`src/rtl/tspg_pkg.sv`:
```
package tspg_pkg;

  localparam int COUNT_BITS_DEF  = 20;
  localparam int PERIOD_BITS_DEF = 16;

  localparam int DEF_MIN_PERIOD  = 30;
  localparam int DEF_MAX_PERIOD  = 150;
  localparam int DEF_RAMP_STEPS  = 6400;
  localparam int DEF_PULSE_HIGH  = 5;
  localparam int DEF_HOME_PERIOD = 100;

  localparam int REG_IDX_W = 3;
  localparam logic [REG_IDX_W-1:0] REG_MIN_PERIOD  = REG_IDX_W'(0);
  localparam logic [REG_IDX_W-1:0] REG_MAX_PERIOD  = REG_IDX_W'(1);
  localparam logic [REG_IDX_W-1:0] REG_RAMP_STEPS  = REG_IDX_W'(2);
  localparam logic [REG_IDX_W-1:0] REG_PULSE_HIGH  = REG_IDX_W'(3);
  localparam logic [REG_IDX_W-1:0] REG_HOME_PERIOD = REG_IDX_W'(4);

  localparam int ACT_W = 2;
  localparam logic [ACT_W-1:0] ACT_TICK = ACT_W'(0);
  localparam logic [ACT_W-1:0] ACT_MOVE = ACT_W'(1);
  localparam logic [ACT_W-1:0] ACT_HOME = ACT_W'(2);

  typedef enum logic [2:0] {
    PH_IDLE,
    PH_ACCEL,
    PH_CONST,
    PH_DECEL,
    PH_HOME
  } phase_t;

  typedef enum logic [1:0] {
    FSM_READY,
    FSM_CALC,
    FSM_FINISH
  } fsm_t;

  typedef enum logic [1:0] {
    MD_IDLE,
    MD_MUL,
    MD_DIV
  } md_state_t;

endpackage

```
`src/rtl/tspg_muldiv.sv`:
```
module tspg_muldiv
  import tspg_pkg::*;
#(
  parameter int COUNT_BITS  = COUNT_BITS_DEF,
  parameter int PERIOD_BITS = PERIOD_BITS_DEF
) (
  input  logic                   clk,
  input  logic                   rst,
  input  logic                   start,
  input  logic [PERIOD_BITS-1:0] diff,
  input  logic [COUNT_BITS-1:0]  index,
  input  logic [COUNT_BITS-1:0]  divisor,
  output logic                   done,
  output logic [PERIOD_BITS-1:0] quotient
);

  // quotient = diff * index / divisor, index < divisor, so the quotient fits PERIOD_BITS
  localparam int PW        = COUNT_BITS + PERIOD_BITS;
  localparam int STEPS_MAX = (COUNT_BITS > PERIOD_BITS) ? COUNT_BITS : PERIOD_BITS;
  localparam int CNT_W     = $clog2(STEPS_MAX + 1);

  md_state_t              state, state_next;
  logic                   done_next;
  logic [CNT_W-1:0]       cnt;
  logic [PW-1:0]          prod;
  logic [COUNT_BITS-1:0]  mplr;
  logic [PERIOD_BITS-1:0] dval;
  logic [COUNT_BITS-1:0]  dvsr;
  logic [COUNT_BITS-1:0]  rem;
  logic [PERIOD_BITS-1:0] quo;

  logic [PW-1:0]          mul_sum;
  logic [COUNT_BITS:0]    rem_sh;
  logic [COUNT_BITS:0]    rem_sub;
  logic                   rem_ge;
  logic                   last_mul;
  logic                   last_div;

  assign mul_sum  = {prod[PW-2:0], 1'b0} + (mplr[COUNT_BITS-1] ? PW'(dval) : '0);
  assign rem_sh   = {rem, prod[PERIOD_BITS-1]};
  assign rem_sub  = rem_sh - {1'b0, dvsr};
  assign rem_ge   = rem_sh >= {1'b0, dvsr};
  assign last_mul = cnt == CNT_W'(COUNT_BITS - 1);
  assign last_div = cnt == CNT_W'(PERIOD_BITS - 1);

  always_ff @(posedge clk) begin
    if (rst) begin
      state <= MD_IDLE;
      done  <= 1'b0;
    end else begin
      state <= state_next;
      done  <= done_next;
    end
  end

  always_comb begin
    state_next = state;
    done_next  = 1'b0;
    unique case (state)
      MD_IDLE: begin
        if (start) state_next = MD_MUL;
      end
      MD_MUL: begin
        if (last_mul) state_next = MD_DIV;
      end
      MD_DIV: begin
        if (last_div) begin
          state_next = MD_IDLE;
          done_next  = 1'b1;
        end
      end
      default: state_next = MD_IDLE;
    endcase
  end

  always_ff @(posedge clk) begin
    unique case (state)
      MD_IDLE: begin
        if (start) begin
          prod <= '0;
          mplr <= index;
          dval <= diff;
          dvsr <= divisor;
          cnt  <= '0;
        end
      end
      MD_MUL: begin
        prod <= mul_sum;
        mplr <= {mplr[COUNT_BITS-2:0], 1'b0};
        cnt  <= last_mul ? '0 : cnt + 1'b1;
        rem  <= mul_sum[PW-1:PERIOD_BITS];
      end
      MD_DIV: begin
        rem  <= rem_ge ? rem_sub[COUNT_BITS-1:0] : rem_sh[COUNT_BITS-1:0];
        quo  <= {quo[PERIOD_BITS-2:0], rem_ge};
        prod <= {prod[PW-2:0], 1'b0};
        cnt  <= cnt + 1'b1;
      end
      default: ;
    endcase
  end

  assign quotient = quo;

endmodule

```
`src/rtl/trapezoidal_step_pulse_generator.sv`:
```
// Step pulse generator with a trapezoidal speed profile. Each item on the slave stream is a
// one microsecond tick, a move command or a homing command, and each gives exactly one item
// on the master stream with the step and direction levels, busy, done and the step count.
// A tick or command that starts no ramp step goes from the ready state straight to finish;
// one that starts an accel or decel step first waits in the calc state for the shared
// shift-add multiplier and restoring divider that computes each ramp period. The slave side
// takes no new item until the current one is finished; the master side has an output
// register, but a result waiting there keeps the current item in finish. Configuration writes
// are taken at any time but are meant for when the block is idle.
module trapezoidal_step_pulse_generator
  import tspg_pkg::*;
#(
  parameter int COUNT_BITS  = COUNT_BITS_DEF,
  parameter int PERIOD_BITS = PERIOD_BITS_DEF,
  localparam int IN_W  = ((COUNT_BITS + 2 + 7) / 8) * 8,
  localparam int OUT_W = ((COUNT_BITS + 4 + 7) / 8) * 8,
  localparam int CFG_W = (COUNT_BITS > PERIOD_BITS) ? COUNT_BITS : PERIOD_BITS
) (
  input  logic                 clk,
  input  logic                 rst,
  input  logic                 s_tvalid,
  output logic                 s_tready,
  input  logic [IN_W-1:0]      s_tdata,   // step_count, direction, limit_switch
  input  logic [ACT_W-1:0]     s_tuser,   // action
  output logic                 m_tvalid,
  input  logic                 m_tready,
  output logic [OUT_W-1:0]     m_tdata,   // step_level, dir_level, busy_res, done_res,
                                          // steps_taken
  input  logic                 cfg_valid,
  output logic                 cfg_ready,
  input  logic [REG_IDX_W-1:0] cfg_index,
  input  logic [CFG_W-1:0]     cfg_data
);

  logic [PERIOD_BITS-1:0] min_period, max_period, pulse_high, home_period;
  logic [COUNT_BITS-1:0]  ramp_steps;

  fsm_t                   fsm, fsm_next;
  phase_t                 phase, phase_next;
  logic [COUNT_BITS-1:0]  phase_index, phase_index_next;
  logic [COUNT_BITS-1:0]  accel_total, accel_total_next;
  logic [COUNT_BITS-1:0]  const_total, const_total_next;
  logic [PERIOD_BITS-1:0] tick_left, tick_left_next;
  logic [PERIOD_BITS-1:0] cur_period, cur_period_next;
  logic                   pulse_on, pulse_on_next;
  logic                   dir_reg, dir_reg_next;
  logic [COUNT_BITS-1:0]  step_total, step_total_next;
  logic                   done_flag, done_flag_next;

  logic                   s_accept;
  logic                   out_load;
  logic [COUNT_BITS-1:0]  in_count;
  logic                   in_dir;
  logic                   in_sw;

  logic [PERIOD_BITS-1:0] hi_eff, diff, high_t, tl_dec, low_t;
  logic [COUNT_BITS-1:0]  idx_inc, total_cur, mv_accel, mv_const;
  logic [COUNT_BITS:0]    two_ramp, n_minus;

  logic                   step_go, end_go, begin_go;
  phase_t                 begin_from, run_phase;

  logic                   md_start, md_done;
  logic [PERIOD_BITS-1:0] md_quo;

  function automatic phase_t first_run(input phase_t p, input logic a_nz, input logic c_nz);
    phase_t r;
    r = PH_IDLE;
    unique case (p)
      PH_ACCEL: r = a_nz ? PH_ACCEL : (c_nz ? PH_CONST : PH_IDLE);
      PH_CONST: r = c_nz ? PH_CONST : (a_nz ? PH_DECEL : PH_IDLE);
      PH_DECEL: r = a_nz ? PH_DECEL : PH_IDLE;
      default:  r = PH_IDLE;
    endcase
    return r;
  endfunction

  assign s_tready  = fsm == FSM_READY;
  assign cfg_ready = 1'b1;
  assign s_accept  = s_tvalid && s_tready;
  assign in_count  = s_tdata[COUNT_BITS-1:0];
  assign in_dir    = s_tdata[COUNT_BITS];
  assign in_sw     = s_tdata[COUNT_BITS+1];

  assign hi_eff    = (max_period > min_period) ? max_period : min_period;
  assign diff      = hi_eff - min_period;
  assign high_t    = (pulse_high != '0) ? pulse_high : PERIOD_BITS'(1);
  assign tl_dec    = (tick_left != '0) ? tick_left - 1'b1 : '0;
  assign low_t     = (cur_period > high_t) ? cur_period - high_t : '0;
  assign idx_inc   = phase_index + 1'b1;
  assign total_cur = (phase == PH_CONST) ? const_total : accel_total;

  assign two_ramp  = {ramp_steps, 1'b0};
  assign n_minus   = {1'b0, in_count} - two_ramp;
  assign mv_accel  = ({1'b0, in_count} < two_ramp) ? (in_count >> 1) : ramp_steps;
  assign mv_const  = ({1'b0, in_count} >= two_ramp) ? n_minus[COUNT_BITS-1:0] :
                     (in_count < ramp_steps) ? COUNT_BITS'(in_count[0]) : '0;

  always_ff @(posedge clk) begin
    if (rst) begin
      min_period  <= PERIOD_BITS'(DEF_MIN_PERIOD);
      max_period  <= PERIOD_BITS'(DEF_MAX_PERIOD);
      ramp_steps  <= COUNT_BITS'(DEF_RAMP_STEPS);
      pulse_high  <= PERIOD_BITS'(DEF_PULSE_HIGH);
      home_period <= PERIOD_BITS'(DEF_HOME_PERIOD);
    end else if (cfg_valid && cfg_ready) begin
      case (cfg_index)
        REG_MIN_PERIOD:  min_period  <= cfg_data[PERIOD_BITS-1:0];
        REG_MAX_PERIOD:  max_period  <= cfg_data[PERIOD_BITS-1:0];
        REG_RAMP_STEPS:  ramp_steps  <= cfg_data[COUNT_BITS-1:0];
        REG_PULSE_HIGH:  pulse_high  <= cfg_data[PERIOD_BITS-1:0];
        REG_HOME_PERIOD: home_period <= cfg_data[PERIOD_BITS-1:0];
        default: ;
      endcase
    end
  end

  always_ff @(posedge clk) begin
    if (rst) begin
      fsm         <= FSM_READY;
      phase       <= PH_IDLE;
      phase_index <= '0;
      accel_total <= '0;
      const_total <= '0;
      tick_left   <= '0;
      cur_period  <= '0;
      pulse_on    <= 1'b0;
      dir_reg     <= 1'b0;
      step_total  <= '0;
      done_flag   <= 1'b0;
    end else begin
      fsm         <= fsm_next;
      phase       <= phase_next;
      phase_index <= phase_index_next;
      accel_total <= accel_total_next;
      const_total <= const_total_next;
      tick_left   <= tick_left_next;
      cur_period  <= cur_period_next;
      pulse_on    <= pulse_on_next;
      dir_reg     <= dir_reg_next;
      step_total  <= step_total_next;
      done_flag   <= done_flag_next;
    end
  end

  always_comb begin
    fsm_next         = fsm;
    phase_next       = phase;
    phase_index_next = phase_index;
    accel_total_next = accel_total;
    const_total_next = const_total;
    tick_left_next   = tick_left;
    cur_period_next  = cur_period;
    pulse_on_next    = pulse_on;
    dir_reg_next     = dir_reg;
    step_total_next  = step_total;
    done_flag_next   = done_flag;
    step_go          = 1'b0;
    end_go           = 1'b0;
    begin_go         = 1'b0;
    begin_from       = PH_ACCEL;
    run_phase        = PH_IDLE;
    md_start         = 1'b0;
    out_load         = 1'b0;

    unique case (fsm)
      FSM_READY: begin
        if (s_accept) begin
          fsm_next       = FSM_FINISH;
          done_flag_next = 1'b0;
          case (s_tuser)
            ACT_TICK: begin
              if (phase != PH_IDLE) begin
                if (tl_dec != '0) begin
                  tick_left_next = tl_dec;
                end else if (pulse_on && low_t != '0) begin
                  pulse_on_next  = 1'b0;
                  tick_left_next = low_t;
                end else if (phase == PH_HOME) begin
                  if (!in_sw) end_go = 1'b1;
                  else step_go = 1'b1;
                end else if (idx_inc < total_cur) begin
                  phase_index_next = idx_inc;
                  step_go          = 1'b1;
                end else begin
                  begin_go = 1'b1;
                  unique case (phase)
                    PH_ACCEL: begin_from = PH_CONST;
                    PH_CONST: begin_from = PH_DECEL;
                    default:  begin_from = PH_IDLE;
                  endcase
                end
              end
            end
            ACT_MOVE: begin
              if (phase == PH_IDLE) begin
                dir_reg_next     = in_dir;
                step_total_next  = '0;
                accel_total_next = mv_accel;
                const_total_next = mv_const;
                begin_go         = 1'b1;
                begin_from       = PH_ACCEL;
              end
            end
            ACT_HOME: begin
              if (phase == PH_IDLE) begin
                dir_reg_next    = 1'b0;
                step_total_next = '0;
                if (!in_sw) begin
                  end_go = 1'b1;
                end else begin
                  phase_next       = PH_HOME;
                  phase_index_next = '0;
                  step_go          = 1'b1;
                end
              end
            end
            default: ;
          endcase

          if (begin_go) begin
            run_phase = first_run(begin_from, accel_total_next != '0,
                                  const_total_next != '0);
            if (run_phase == PH_IDLE) begin
              end_go = 1'b1;
            end else begin
              phase_next       = run_phase;
              phase_index_next = '0;
              step_go          = 1'b1;
            end
          end

          if (end_go) begin
            phase_next     = PH_IDLE;
            pulse_on_next  = 1'b0;
            tick_left_next = '0;
            done_flag_next = 1'b1;
          end

          if (step_go) begin
            pulse_on_next   = 1'b1;
            tick_left_next  = high_t;
            step_total_next = step_total_next + 1'b1;
            if (phase_next == PH_HOME) begin
              cur_period_next = home_period;
            end else if (phase_next == PH_CONST || accel_total_next == '0) begin
              cur_period_next = min_period;
            end else begin
              md_start = 1'b1;
              fsm_next = FSM_CALC;
            end
          end
        end
      end
      FSM_CALC: begin
        if (md_done) begin
          cur_period_next = (phase == PH_ACCEL) ? hi_eff - md_quo : min_period + md_quo;
          fsm_next        = FSM_FINISH;
        end
      end
      FSM_FINISH: begin
        if (!m_tvalid || m_tready) begin
          out_load = 1'b1;
          fsm_next = FSM_READY;
        end
      end
      default: fsm_next = FSM_READY;
    endcase
  end

  tspg_muldiv #(
    .COUNT_BITS  (COUNT_BITS),
    .PERIOD_BITS (PERIOD_BITS)
  ) u_muldiv (
    .clk      (clk),
    .rst      (rst),
    .start    (md_start),
    .diff     (diff),
    .index    (phase_index_next),
    .divisor  (accel_total_next),
    .done     (md_done),
    .quotient (md_quo)
  );

  always_ff @(posedge clk) begin
    if (rst) begin
      m_tvalid <= 1'b0;
    end else if (out_load) begin
      m_tvalid <= 1'b1;
    end else if (m_tready) begin
      m_tvalid <= 1'b0;
    end
  end

  always_ff @(posedge clk) begin
    if (out_load) begin
      m_tdata <= OUT_W'({step_total, done_flag, phase != PH_IDLE, dir_reg, pulse_on});
    end
  end

  a_accept_then_busy: assert property (@(posedge clk) disable iff (rst)
    s_accept |=> !s_tready)
    else $error("slave side ready right after an accepted item");

  a_md_done_in_calc: assert property (@(posedge clk) disable iff (rst)
    md_done |-> fsm == FSM_CALC)
    else $error("period unit finished outside the calc state");

  a_idle_quiet: assert property (@(posedge clk) disable iff (rst)
    phase == PH_IDLE |-> (!pulse_on && tick_left == '0))
    else $error("pulse or tick count left over while idle");

  a_pulse_ticks: assert property (@(posedge clk) disable iff (rst)
    pulse_on |-> tick_left != '0)
    else $error("pulse high with no ticks left");

  a_ramp_index: assert property (@(posedge clk) disable iff (rst)
    (phase == PH_ACCEL || phase == PH_DECEL) |-> phase_index < accel_total)
    else $error("ramp index out of range");

endmodule
```
`config.mk`:
```
export PLATFORM = sky130hd
export DESIGN_NAME = trapezoidal_step_pulse_generator
export DESIGN_NICKNAME = d
export VERILOG_FILES = /design/src/rtl/tspg_pkg.sv /design/src/rtl/tspg_muldiv.sv /design/src/rtl/trapezoidal_step_pulse_generator.sv
export SDC_FILE = /design/constraint.sdc
export NUM_CORES = 1
export LEC_CHECK = 0
export BUFFER_PORTS_ARGS = -buffer_cell sky130_fd_sc_hd__buf_2
export CAP_MARGIN = 20
export CORE_MARGIN = 4
export CORE_UTILIZATION = 31
export DETAILED_ROUTE_END_ITERATION = 16
export GPL_ROUTABILITY_DRIVEN = 0
export PLACE_DENSITY = 0.48
export SYNTH_ARGS = -nofsm -noshare
export SYNTH_HDL_FRONTEND = slang
export SYNTH_SLANG_ARGS = --single-unit
```
`constraint.sdc`:
```
create_clock -name clk -period 17.5 [get_ports clk]
set_clock_uncertainty 0.2 [all_clocks]
set_input_delay 1.75 -clock clk [delete_from_list [all_inputs] [get_ports clk]]
set_output_delay 1.75 -clock clk [all_outputs]
set_load 0.01 [all_outputs]
```
After elaboration in Yosys (flattened, before gate mapping)
Index checks and enable logic that the tools add are counted.
Storage, ports and cells
  latch bits: 0
  memory bits (writable): 0
  memory bits (read-only): 0
  word-level logic and storage cells: 269
  output and inout port bits: 27
  memories: 0
  input port bits: 54
  flip-flop bits (word level): 364
Cells by class
  bitwise operators: 1
  divide/modulo/power cells: 0
  multipliers: 0
  multiplexer cells: 146
  add/sub/neg operators: 11
  eq/ne operators: 31
  $lt $le $gt $ge: 7
  reductions and logical operators: 46
  shifts and indexed selects: 0
Operators with widths (count)
  $mux W20: 31
  $mux W16: 17
  $pmux W20 S2: 3
  $pmux W35 S3: 1
  $reduce_bool A16 Y1: 4
  $mux W1: 49
  $sub A16 B16 Y16: 3
  $mux W3: 14
  $add A20 B1 Y20 const B: 2
  $lt A20 B20 Y1: 2
  $reduce_bool A20 Y1: 2
  $sub A20 B20 Y20: 2
  $add A36 B16 Y36: 1
  $mux W2: 18
  $mux W35: 1
  $gt A16 B16 Y1: 2
  $pmux W16 S2: 1
  $ge A20 B21 Y1: 1
  $ge A21 B20 Y1: 1
  $lt A20 B21 Y1: 1
  $logic_not A20 Y1: 1
  $eq A3 B2 Y1 const B: 6
  $reduce_and A2 Y1: 9
  $add A16 B16 Y16: 1
  other kinds (30): 69

Logic depth before layout (Yosys ltp)
  depth in word-level cells: 34
  mapped depth: 29
  mapped depth without buffers: 28

By module
Synthesis repeated with hierarchy kept, for this count alone.
Unflattened totals
  cells, all modules: 2872
  area total of the unflattened synthesis: 24770.0 um2
Modules (own cells, without submodules)
  trapezoidal_step_pulse_generator: cells an instance 2187, times used 1, sequential area each 4824.6 um2, area an instance 17053.9 um2
  tspg_muldiv: cells an instance 685, times used 1, sequential area each 4023.9 um2, area an instance 7716.2 um2

Least setup slack after synthesis
Ideal clock, no wire load.
  kind: input to register
  from: input port s_tdata[10]
  to: register u_muldiv.dval[0] (enable)
  stages on the path: 15
  data arrival time: 6232 ps
  path slack: 10671 ps
  buffers on the path: 1
  library setup time: 397 ps
  data required time: 16903 ps
  cell sequence: ha_1 > and2_1 > clkbuf_1 > a21o_1 > a211o_1 > a211oi_1 > mux2i_1 > o21ai_0 > nand2b_1 > o32a_4 > a31oi_4 > a21oi_1 > o211ai_4 > and3_1 > and2_1
On the way
  longest elaborated chain between the ends: 30
  elaborated cells on any way between the ends: 49
  those cells by class: 1 x add/sub; 3 x order compare; 2 x eq/ne; 37 x mux; 6 x reduce/logical
RTL lines
  from (decl): line trapezoidal_step_pulse_generator.sv:23  | input logic [IN_W-1:0] s_tdata,
  $lt A20 B20 Y1: line trapezoidal_step_pulse_generator.sv:97  | (in_count < ramp_steps) ? COUNT_BITS'(in_count[0]) : '0;
  $mux W1: line trapezoidal_step_pulse_generator.sv:97
  $mux W20: line trapezoidal_step_pulse_generator.sv:96  | assign mv_const = ({1'b0, in_count} >= two_ramp) ? n_minus[COUNT_BITS-1:0] :
  $mux W20: line trapezoidal_step_pulse_generator.sv:196  | if (phase == PH_IDLE) begin
  $mux W20: line trapezoidal_step_pulse_generator.sv:171  | case (s_tuser)
  $mux W20: line trapezoidal_step_pulse_generator.sv:168  | if (s_accept) begin
  $mux W20: line trapezoidal_step_pulse_generator.sv:166  | unique case (fsm)
  $reduce_bool A20 Y1: line trapezoidal_step_pulse_generator.sv:223  | const_total_next != '0);
  [14 not listed]
  $eq A3 B2 Y1: line trapezoidal_step_pulse_generator.sv:246  | end else if (phase_next == PH_CONST || accel_total_next == '0) begin
  $logic_or A1 B1 Y1: line trapezoidal_step_pulse_generator.sv:246
  $mux W1: line trapezoidal_step_pulse_generator.sv:246
  $mux W1: line trapezoidal_step_pulse_generator.sv:244  | if (phase_next == PH_HOME) begin
  $mux W1 *: line trapezoidal_step_pulse_generator.sv:240  | if (step_go) begin
  $mux W1 *: line trapezoidal_step_pulse_generator.sv:168
  $mux W1 *: line trapezoidal_step_pulse_generator.sv:166
  $reduce_and A2 Y1 (no line) *
  to (signal assigned): line tspg_muldiv.sv:82  | dval <= diff;
  to (decl): line tspg_muldiv.sv:27  | logic [PERIOD_BITS-1:0] dval;
Mark *: on every way between the ends. The rest lies on a longest branch, timed or not. The select of a mux whose other input is x is not followed.
A chain may end at the register's enable or synchronous reset.

Worst setup path in the final report
  from: input port s_tdata[1]
  to: register u_muldiv.dvsr[18] (enable)
On the way
  longest elaborated chain between the ends: 30
  elaborated cells on any way between the ends: 49
  those cells by class: 1 x add/sub; 3 x order compare; 2 x eq/ne; 37 x mux; 6 x reduce/logical
RTL lines
  $lt A20 B20 Y1: line trapezoidal_step_pulse_generator.sv:97
  $mux W1: line trapezoidal_step_pulse_generator.sv:97
  $mux W20: line trapezoidal_step_pulse_generator.sv:96
  $mux W20: line trapezoidal_step_pulse_generator.sv:196
  $mux W20: line trapezoidal_step_pulse_generator.sv:171
  $mux W20: line trapezoidal_step_pulse_generator.sv:168
  $mux W20: line trapezoidal_step_pulse_generator.sv:166
  $reduce_bool A20 Y1: line trapezoidal_step_pulse_generator.sv:223
  [14 not listed]
  $eq A3 B2 Y1: line trapezoidal_step_pulse_generator.sv:246
  $logic_or A1 B1 Y1: line trapezoidal_step_pulse_generator.sv:246
  $mux W1: line trapezoidal_step_pulse_generator.sv:246
  $mux W1: line trapezoidal_step_pulse_generator.sv:244
  $mux W1 *: line trapezoidal_step_pulse_generator.sv:240
  $mux W1 *: line trapezoidal_step_pulse_generator.sv:168
  $mux W1 *: line trapezoidal_step_pulse_generator.sv:166
  $reduce_and A2 Y1 (no line) *
  to (signal assigned): line tspg_muldiv.sv:83  | dvsr <= divisor;
  to (decl): line tspg_muldiv.sv:28  | logic [COUNT_BITS-1:0] dvsr;
Marked as above.

==> out/results.ini <==
[run_status]
status = finished, final reports clean

[timing]
rsz0062_at_grt = false
tns_ns = 0
setup_viol_count_final = 0
final-hold-violation-count = 0
tightestPinTransition_ns = 1.05
fmaxAchievable_ghz = 0.129
final_min_period_over_clock_period = 0.443
minimum_clock_period_ns = 7.75
timing_max_transition_violations_final = 0
slew-limit-headroom = 0.284
postLayoutSetupSlackWorst_ns = 9.75

[critical_path]
worst_path_largest_cell_delay_ns = 0.78
crit_required_ns = 17.57
crit_path_start_kind = input pin
timing_worst_setup_path_type = in2reg
critPathCaptureType = flip-flop
worstPathArrival_ns = 7.82
timing.critical_path.slowest_stage_cell = sky130_fd_sc_hd__a2111oi_0
cp_max_fo = 37
path_cells = buf_2 > inv_1 > ha_1 > fa_1 > nor2b_1 > o211ai_1 > a2111oi_0 > a211oi_4 > buf_4 > mux2i_1 > o21ai_0 > o211ai_1 > nand3_2 > a21bo_2 > o211ai_4 > and3_1 > and2_1 > buf_4

[place]
detailed_place.area_um2 = 25600
place.port_buffers = 77
dp_cells = 3888
dp_hpwl_um = 56100
setup_slack_after_placement_ns = 9.25

[routing]
drt_wl_total_um = 74900
drt_iter0_markers = 1470
remaining_drc_errors = 0
routed_wire_length_per_instance_um = 18.9
vias_per_cell = 5.28
route.vias.total = 21000
detailedRoute.firstPassIterationCount = 5
drt.antenna.violating_nets = 0

[floorplan]
floorplan.initialDensity = 0.313
ioPinCount = 81
core_area_um2 = 77600
floorplan.rows = 102
die_area_um2 = 82900
die_x_um = 288
fp.dieH_um = 288

[final_layout]
num-nets-final = 3138
final_design_area_no_fill_um2 = 27100
layoutNonFillerInstCount = 3974
post_route_cells_drive_above_1_share = 0.0867
max_reg_flops = 35
regMostFlops = u_muldiv.prod
reg_top3 = u_muldiv.prod x35, m_tdata x24
area.growth.synth_to_final_pct = 11.8

[synth]
synth_ff_type = sky130_fd_sc_hd__dfxtp_1
synth-edff-count = 156
ys_seq_area_frac = 0.364
synth.top_cells.by_area = sky130_fd_sc_hd__edfxtp_1, sky130_fd_sc_hd__dfxtp_1, sky130_fd_sc_hd__ha_1
mappedNetlistArea_um2 = 24300
synth.net_count = 3132
synth_largest_type_area_fraction = 0.193
synthCells = 2890
post_synth_num_cell_types = 94
ys_seq_elements = 364
synthesis.area_per_instance_um2 = 8.40
synth_top_cell_by_area = sky130_fd_sc_hd__edfxtp_1
ys_async_sr_fraction = 0
ys_warnings = 0

[clocking]
worst_skew_pair.late_latency_ns = 0.60
cts.hold.buffers_added = 0
cts-htree-levels = 2
cts_setup_buffers = 0
tritoncts_num_sinks = 364
clock_input_transition_at_the_sequential_cells_of_the_worst_setup_and_hold_paths_ns = 0.06
cts.repair.resized = 0
cts_buffers = 45
cts.root.buffer_cell = sky130_fd_sc_hd__clkbuf_16
cts_tree = done
cts-root-to-sink-buffers = 3

[global_route]
grt_max_degree = 92
grt_util_all_layers = 0.177
global_route.overflow_total = 0
first_global_vias = 20300
global_route_wire_length_before_repair_um = 116000
initial_antenna_violation_count = 3

[flow_run]
drv.max_cap_violation_count = 0

[power_and_ir_drop]
p_leak_nw = 11.0
power_density_nw_per_um2 = 84.7
peakVddDrop_mv = 0.0590

[worst_hold_path]
worst_hold_path_type = reg2reg

-- cells in the final DEF (no fill, tap or decap), drive strengths merged, types with 40 or more instances in the layout --
cell type	n
ha	181
mux2i	49
and3	41
a21o	46
clkbuf	60
nor3	54
a31oi	41
o211ai	44
inv	158
dfxtp	208
nor2	233
nand2	391
nor4	40
xor2	70
buf	99
edfxtp	156
nand3	69
o21ai	184
a21oi	264
xnor2	56
and2	72
-- synthesized netlist by cell type (6+ instances only) --
cell type	n
sky130_fd_sc_hd__nor4_1	40
sky130_fd_sc_hd__inv_1	155
sky130_fd_sc_hd__o21a_1	11
sky130_fd_sc_hd__or3_1	16
sky130_fd_sc_hd__nand2b_1	20
sky130_fd_sc_hd__a31oi_1	40
sky130_fd_sc_hd__xor2_1	70
sky130_fd_sc_hd__a211oi_1	32
sky130_fd_sc_hd__mux2i_1	49
sky130_fd_sc_hd__xnor2_1	56
sky130_fd_sc_hd__o22ai_1	11
sky130_fd_sc_hd__mux2_2	30
sky130_fd_sc_hd__nand3_1	67
sky130_fd_sc_hd__a211o_1	8
sky130_fd_sc_hd__nand2_1	391
sky130_fd_sc_hd__o211ai_1	43
sky130_fd_sc_hd__a32o_1	6
sky130_fd_sc_hd__a21o_1	46
sky130_fd_sc_hd__or2_2	11
sky130_fd_sc_hd__ha_1	181
sky130_fd_sc_hd__nand4_1	31
sky130_fd_sc_hd__fa_1	7
sky130_fd_sc_hd__a21oi_1	262
sky130_fd_sc_hd__a2111oi_0	8
sky130_fd_sc_hd__nor3_1	54
sky130_fd_sc_hd__a22oi_1	27
sky130_fd_sc_hd__dfxtp_1	208
sky130_fd_sc_hd__and3_1	40
sky130_fd_sc_hd__nor3b_1	8
sky130_fd_sc_hd__clkbuf_1	124
sky130_fd_sc_hd__edfxtp_1	156
sky130_fd_sc_hd__nor2_1	232
sky130_fd_sc_hd__o21ai_0	181
sky130_fd_sc_hd__o31ai_1	7
sky130_fd_sc_hd__o21bai_1	12
sky130_fd_sc_hd__a21boi_0	15
sky130_fd_sc_hd__nor2b_1	23
sky130_fd_sc_hd__a22o_1	10
sky130_fd_sc_hd__o2111ai_1	7
sky130_fd_sc_hd__nand3b_1	9
sky130_fd_sc_hd__and2_1	71
-- worst max-delay path, delay by kind of cell --
kind	cells	cell delay (ns)
mux	1	0.45
simple gates	4	1.71
compound gates	7	2.38
fa+ha+maj	2	0.65
buf+inv	4	0.85
-- report_power, final --
group | total (mW) | internal [mW] | switching (mW)
Sequential | 0.930 | 0.910 | 0.0205
Clock | 0.968 | 0.570 | 0.398
Combinational | 0.401 | 0.149 | 0.252
Total | 2.30 | 1.63 | 0.671
-- per-layer routing --
layer  vias up  track usage  wire length [um]
met4         0       0.0494              2050
met3        88       0.0235              3680
met5         -            0                 0
met2       514        0.279             32900
met1      9918        0.252             36300
li1      10400            -                 -
-- area by class of cell --
class,instances,area [um2]
multi-input combinational,2229,14300
inverter,157,589
fill,8155,50400
clock inverter,22,230
antenna,3,7.51
tap,1040,1300
clock buffer,60,1300
timing repair buffer,99,553
sequential,364,8850
-- logic make-up (layout without fill, tap and decap cells) --
kind of cell | count (synthesis) | count (layout) | share of synthesized area
AOI/OAI and AO/OA | 790 | 790 | 0.205
and+or+nand+nor | 1044 | 1044 | 0.204
xor gates and xnor gates | 126 | 126 | 0.0454
buffers and inverters | 297 | 338 | 0.0477
muxes | 80 | 80 | 0.0347
DFF | 364 | 364 | 0.364
adders and majority gates | 188 | 188 | 0.0990
other | 1 | 4 | 0.000154
-- metrics by stage --
stage | hold slack [ns] | utilization | total power, mW
2_1_floorplan | 0.203 | - | 1.23
3_3_place_gp | 0.210 | 0.330 | 1.34
3_5_place_dp | 0.227 | 0.330 | 1.35
4_1_cts | 0.245 | 0.350 | 2.33
5_1_grt | 0.261 | 0.350 | 2.41
6_report | 0.239 | 0.350 | 2.30
-- path summary, 6_finish.rpt --
path | slack [ns] | to | startpoint | depth (start not counted)
setup / recovery | 9.75 | u_muldiv.dvsr[18] | s_tdata[1] | 18
hold reg to reg | 0.24 | m_tdata[23] | step_total[19] | 0
setup reg to reg | 9.83 | u_muldiv.dvsr[18] | phase_index[0] | 23
hold / removal | 0.24 | m_tdata[23] | step_total[19] | 0
No activity file was read; power rests on OpenSTA's default activity.
